===== config.mk =====
export PLATFORM = sky130hd
export DESIGN_NAME = chpf_front
export DESIGN_NICKNAME = d
export VERILOG_FILES = /design/src/sv/chpf_pkg.sv /design/src/sv/chpf_front.sv
export SDC_FILE = /design/constraint.sdc
export NUM_CORES = 1
export LEC_CHECK = 0
export ABC_AREA = 1
export BUFFER_PORTS_ARGS = -buffer_cell sky130_fd_sc_hd__clkbuf_2
export CORE_MARGIN = 2
export CORE_UTILIZATION = 30
export DETAILED_ROUTE_END_ITERATION = 7
export PLACE_DENSITY_LB_ADDON = 0.12
export SLEW_MARGIN = 20
export SYNTH_ARGS = -nofsm -noshare
export SYNTH_HDL_FRONTEND = slang
export SYNTH_SLANG_ARGS = --single-unit

===== constraint.sdc =====
create_clock -name i_clk -period 2.8 [get_ports i_clk]
set_clock_uncertainty 0.05 [all_clocks]
set_input_delay 0.14 -clock i_clk [delete_from_list [all_inputs] [get_ports i_clk]]
set_output_delay 0.14 -clock i_clk [all_outputs]
set_load 0.1 [all_outputs]

===== src/sv/chpf_pkg.sv =====
// Shared types and constants for the column histogram peak finder.
// No dependencies; every other file of the block but chpf_ram imports this package.
`timescale 1ns / 1ps

package chpf_pkg;

    // Frame geometry
    localparam int FRAME_COLUMNS = 1280;
    localparam int MAX_ROWS      = 720;

    // Field widths fixed by the interface
    localparam int PIX_W   = 8;
    localparam int COL_W   = 11;
    localparam int PEAK_W  = 10;

    // Internal widths derived from the geometry
    localparam int ADDR_W  = $clog2(FRAME_COLUMNS);
    localparam int CNT_W   = $clog2(MAX_ROWS + 1);

    // Configuration port
    localparam int CFG_IDX_W  = 1;
    localparam int CFG_DATA_W = 11;
    localparam logic [CFG_IDX_W-1:0] REG_MATCH_VALUE  = 1'd0;
    localparam logic [CFG_IDX_W-1:0] REG_SPLIT_COLUMN = 1'd1;
    localparam logic [PIX_W-1:0]     MATCH_VALUE_RST  = 8'd255;
    localparam logic [COL_W-1:0]     SPLIT_COLUMN_RST = 11'd640;

    // Operation queue between front and back
    localparam int QUEUE_DEPTH = 4;
    localparam int QPTR_W      = $clog2(QUEUE_DEPTH);

    typedef struct packed {
        logic [PIX_W-1:0] pixel_value;
        logic [COL_W-1:0] column;
        logic             frame_end;
    } t_in_item;

    typedef struct packed {
        logic [COL_W-1:0]  left_column;
        logic [COL_W-1:0]  right_column;
        logic [PEAK_W-1:0] left_peak;
        logic [PEAK_W-1:0] right_peak;
    } t_out_item;

    // One queued operation: count a pixel, start a peak scan, or both
    typedef struct packed {
        logic              inc;
        logic              scan;
        logic [ADDR_W-1:0] addr;
    } t_op;

    // Status from back to front
    typedef struct packed {
        logic clearing;
    } t_back_stat;

    typedef enum logic [2:0] {
        ST_CLEAR,
        ST_IDLE,
        ST_INC_RD,
        ST_INC_WR,
        ST_SCAN,
        ST_SCAN_LAST,
        ST_OUT
    } t_back_state;

endpackage


===== src/sv/chpf_front.sv =====
// Front end: accepts pixel transfers, classifies them and queues operations.
// Depends on chpf_pkg.
`timescale 1ns / 1ps

module chpf_front (
    input  logic                       i_clk,
    input  logic                       i_rst_n,
    input  logic                       i_valid,
    output logic                       o_ready,
    input  chpf_pkg::t_in_item         i_data,
    input  logic [chpf_pkg::PIX_W-1:0] i_match_value,
    input  chpf_pkg::t_back_stat       i_stat,
    output logic                       o_op_valid,
    output chpf_pkg::t_op              o_op,
    input  logic                       i_op_ready
);
    import chpf_pkg::*;

    t_op                r_q [QUEUE_DEPTH];
    logic [QPTR_W-1:0]  r_wr_ptr;
    logic [QPTR_W-1:0]  r_rd_ptr;
    logic [QPTR_W:0]    r_count;
    logic               accept;
    logic               push;
    logic               pop;
    logic               in_range;
    t_op                new_op;

    // Hold off input while the histogram memory is being swept after reset
    assign o_ready = !i_stat.clearing && (r_count != (QPTR_W+1)'(QUEUE_DEPTH));
    assign accept  = i_valid && o_ready;

    always_comb begin
        in_range    = 32'(i_data.column) < FRAME_COLUMNS;
        new_op.inc  = in_range && (i_data.pixel_value == i_match_value);
        new_op.scan = i_data.frame_end;
        new_op.addr = ADDR_W'(i_data.column);
    end

    // Drop transfers that neither count nor end the frame
    assign push       = accept && (new_op.inc || new_op.scan);
    assign o_op_valid = (r_count != '0);
    assign o_op       = r_q[r_rd_ptr];
    assign pop        = o_op_valid && i_op_ready;

    always_ff @(posedge i_clk) begin
        if (push) begin
            r_q[r_wr_ptr] <= new_op;
        end
    end

    always_ff @(posedge i_clk) begin
        if (!i_rst_n) begin
            r_wr_ptr <= '0;
            r_rd_ptr <= '0;
            r_count  <= '0;
        end else begin
            if (push) begin
                r_wr_ptr <= r_wr_ptr + 1'b1;
            end
            if (pop) begin
                r_rd_ptr <= r_rd_ptr + 1'b1;
            end
            if (push && !pop) begin
                r_count <= r_count + 1'b1;
            end else if (pop && !push) begin
                r_count <= r_count - 1'b1;
            end
        end
    end

endmodule


==> impl_metrics.json <==
{
  "status": "finished, final reports clean",
  "track_usage_pct": 12.42,
  "rrSetupSlack_ps": 610,
  "cts_root_buf": "clkbuf_8",
  "core_area_sq_um": 8175,
  "min_to": "r_q[2][8]$_DFFE_PP_",
  "initial_core_util_pct": 30.92,
  "synth.most_common_cell": "edfxtp_1",
  "synthFlopType": "edfxtp_1",
  "post-route-min-period_ps": 2367,
  "num_io_pins": 48,
  "syn_to_final_growth_pct": 27.62,
  "port_buffers": 47,
  "syn_nets": 255,
  "synthesis.area_sq_um": 2527,
  "die-area_sq_um": 9175,
  "cp.arrival_ps": 2530,
  "ys_ff_latch": 61,
  "drt-initial-drc-count": 71,
  "synth.top_cell.area_share_pct": 61.78,
  "yosys_warnings": 0,
  "clock-sinks": 61,
  "worst_pin_slew_ps": 556.3,
  "worstPathRequired_ps": 2960,
  "power.leakage_nw": 1.260,
  "globalplace.congestion": 0.7668,
  "cts_setup_buffers": 0,
  "drc_errors": 0,
  "via_count": 1715,
  "grt_overflow": 0,
  "hold_path_startpoint": "i_data[9]",
  "startpoint_type": "input port",
  "drtAntennaViolNets": 0,
  "synth_edf_count": 52,
  "relSlewSlack_pct": 62.86,
  "whs_path_depth": 1,
  "antenna_found_initial": 0,
  "period_share_pct": 84.52,
  "synth_area_leader_cell": "edfxtp_1",
  "fp-row-count": 33,
  "min_path_type": "in2reg",
  "grt_pass1_vias": 1659,
  "wl_mm": 5.241,
  "maxSlewViolCount": 0,
  "numCtsBuffers": 9,
  "r2r_cells": 12,
  "async_flop_share_pct": 0,
  "cap_violations": 0,
  "grt_max_degree": 27,
  "vdd_drop_max_v": 0.0004732,
  "max_freq_ghz": 0.4226,
  "dieHeight_um": 95.79,
  "slowest_stage": "dlygate4sd3_1",
  "p_total_w": 0.003250,
  "post_drt_wl_per_cell_um": 13.40,
  "r2r_start": "r_count[0]$_SDFFE_PN0P_",
  "syn_avg_cell_area_sq_um": 11.70,
  "clk_path_buf_depth": 2,
  "synth_cell_types": 21,
  "dp_hpwl_mm": 3.234,
  "rr_endpoint": "r_count[2]$_SDFFE_PN0P_",
  "synth.yosys.seq_area_share_pct": 68.91,
  "drive_gt1_share_pct": 25.17,
  "path_cells": "dlygate4sd3_1, clkbuf_2, o21ai_1, nand3_1, nor2_1, nand2_1, nand2_2, nand2_2, inv_1, ha_1, inv_1, fa_1, a21oi_1, o21ai_0, o21ai_0, a21oi_1",
  "cts_hold_buf": 9,
  "path_class": "in2reg",
  "first_pass_iters": 4,
  "grt_pass1_wl_mm": 8.162,
  "die_x_um": 95.79,
  "cts_tree": "built",
  "max_stage_delay_ps": 530,
  "power.density_nw_per_um2": 1008,
  "synth_cells": 216,
  "htree_levels": 3,
  "cts_resized": 0,
  "antenna_cells": 0,
  "worst_hold_slack_ps": 18.26,
  "rsz0062_at_grt": "false",
  "clk_latency_ps": 320,
  "synth_area_leaders": "edfxtp_1 62%, dfxtp_1 7.1%, o21ai_0 6.1%, nor2_1 5.0%, inv_1 3.3%",
  "end_kind": "register",
  "setup_tns_ps": 0,
  "synthTopCellsByCount": "52 x edfxtp_1, 34 x nor2_1, 31 x o21ai_0, 22 x inv_1, 14 x nand2_1",
  "finalSetupViolations": 0,
  "hold_violations": 0,
  "vias_per_cell": 4.386,
  "path_max_fanout": 5,
  "nNetsFinal": 320,
  "clkTransAtPathRegs_ps": 70
}
[critical path, delay by kind of cell]
| family | cells | cell delay, ps |
|---|---|---|
| buf+inv | 4 | 780 |
| compound gates | 5 | 610 |
| fa+ha+maj | 2 | 510 |
| simple gates | 5 | 480 |
[cell families (layout without fill, tap and decap cells)]
kind of cell    after synthesis  count (layout)  synth area share (%)
simple gates                 56              56                 8.961
flops                        61              61                 68.91
buf+inv                      32             102                 5.099
fa+ha+maj                     6               6                 3.267
xor+xnor                      5               5                 1.733
compound gates               56              56                 12.03
[sequential cells by signal, summed over array words and instances (netlist names), named ones only]
register,cells
r_count,3
r_q,52
r_rd_ptr,2
r_wr_ptr,2
[power breakdown]
part           internal (W)  total [W]  leakage, nW  switching [W]
clock              0.000588   0.000912        0.115       0.000324
sequential          0.00104    0.00111        0.543      0.0000662
combinational      0.000217    0.00123        0.602        0.00102
total               0.00184    0.00325         1.26        0.00141
[metal layers]
metal / part of all wire, % / up-vias / track usage, % / wire (um)
met5: 0 / - / 0 / 0
met4: 1.9 / 0 / 6.429 / 98
met3: 4.4 / 9 / 3.446 / 232
met2: 44 / 44 / 19.11 / 2297
met1: 50 / 779 / 15.96 / 2612
li1: - / 883 / - / -
[worst max path at each step]
stage | to | start | slack (ps)
global route | r_count[2]$_SDFFE_PN0P_ | i_data[10] | 150
detailed placement | r_count[2]$_SDFFE_PN0P_ | r_count[0]$_SDFFE_PN0P_ | 620
floorplan | r_count[2]$_SDFFE_PN0P_ | r_count[1]$_SDFFE_PN0P_ | 80
CTS | r_count[2]$_SDFFE_PN0P_ | i_data[10] | 420
finish | r_count[2]$_SDFFE_PN0P_ | i_data[10] | 430
global placement | r_count[2]$_SDFFE_PN0P_ | r_count[1]$_SDFFE_PN0P_ | 660
[metrics by stage]
step                setup slack, ps  area, sq um  util (%)  cells
CTS                           416.6         3226     39.46    391
finish                        433.5         3226     39.46    391
global placement              659.7         2905     35.54    366
detailed placement            616.7         2905     35.54    366
floorplan                     80.61         2536         -    216
global route                  151.9         3226     39.46    391
[cell usage in the layout (no fill, tap or decap)]
cell type,instances
nand4_1,1
and2_2,1
buf_4,5
edfxtp_1,52
clkbuf_1,2
a31oi_4,1
dlygate4sd3_1,9
o22ai_1,13
o21ai_0,31
a21oi_1,9
clkinv_2,1
xnor2_1,5
nand3_1,4
inv_1,22
bufinv_16,3
fa_1,1
nand2_2,2
nand2_1,14
o21ai_1,2
clkbuf_2,47
dfxtp_1,9
nor2_1,34
clkinv_1,1
inv_2,3
ha_1,5
clkbuf_8,9
[final cells by class]
class                      instances  area, sq um
timing repair buffer              61        362.8
clock buffer                      11        131.4
multi-input combinational        123        665.6
sequential                        61         1742
inverter                          25        93.84
fill                             835         4950
clock inverter                     5        98.84
tap                              105        131.4
No activity file was read; power rests on OpenSTA's default activity.
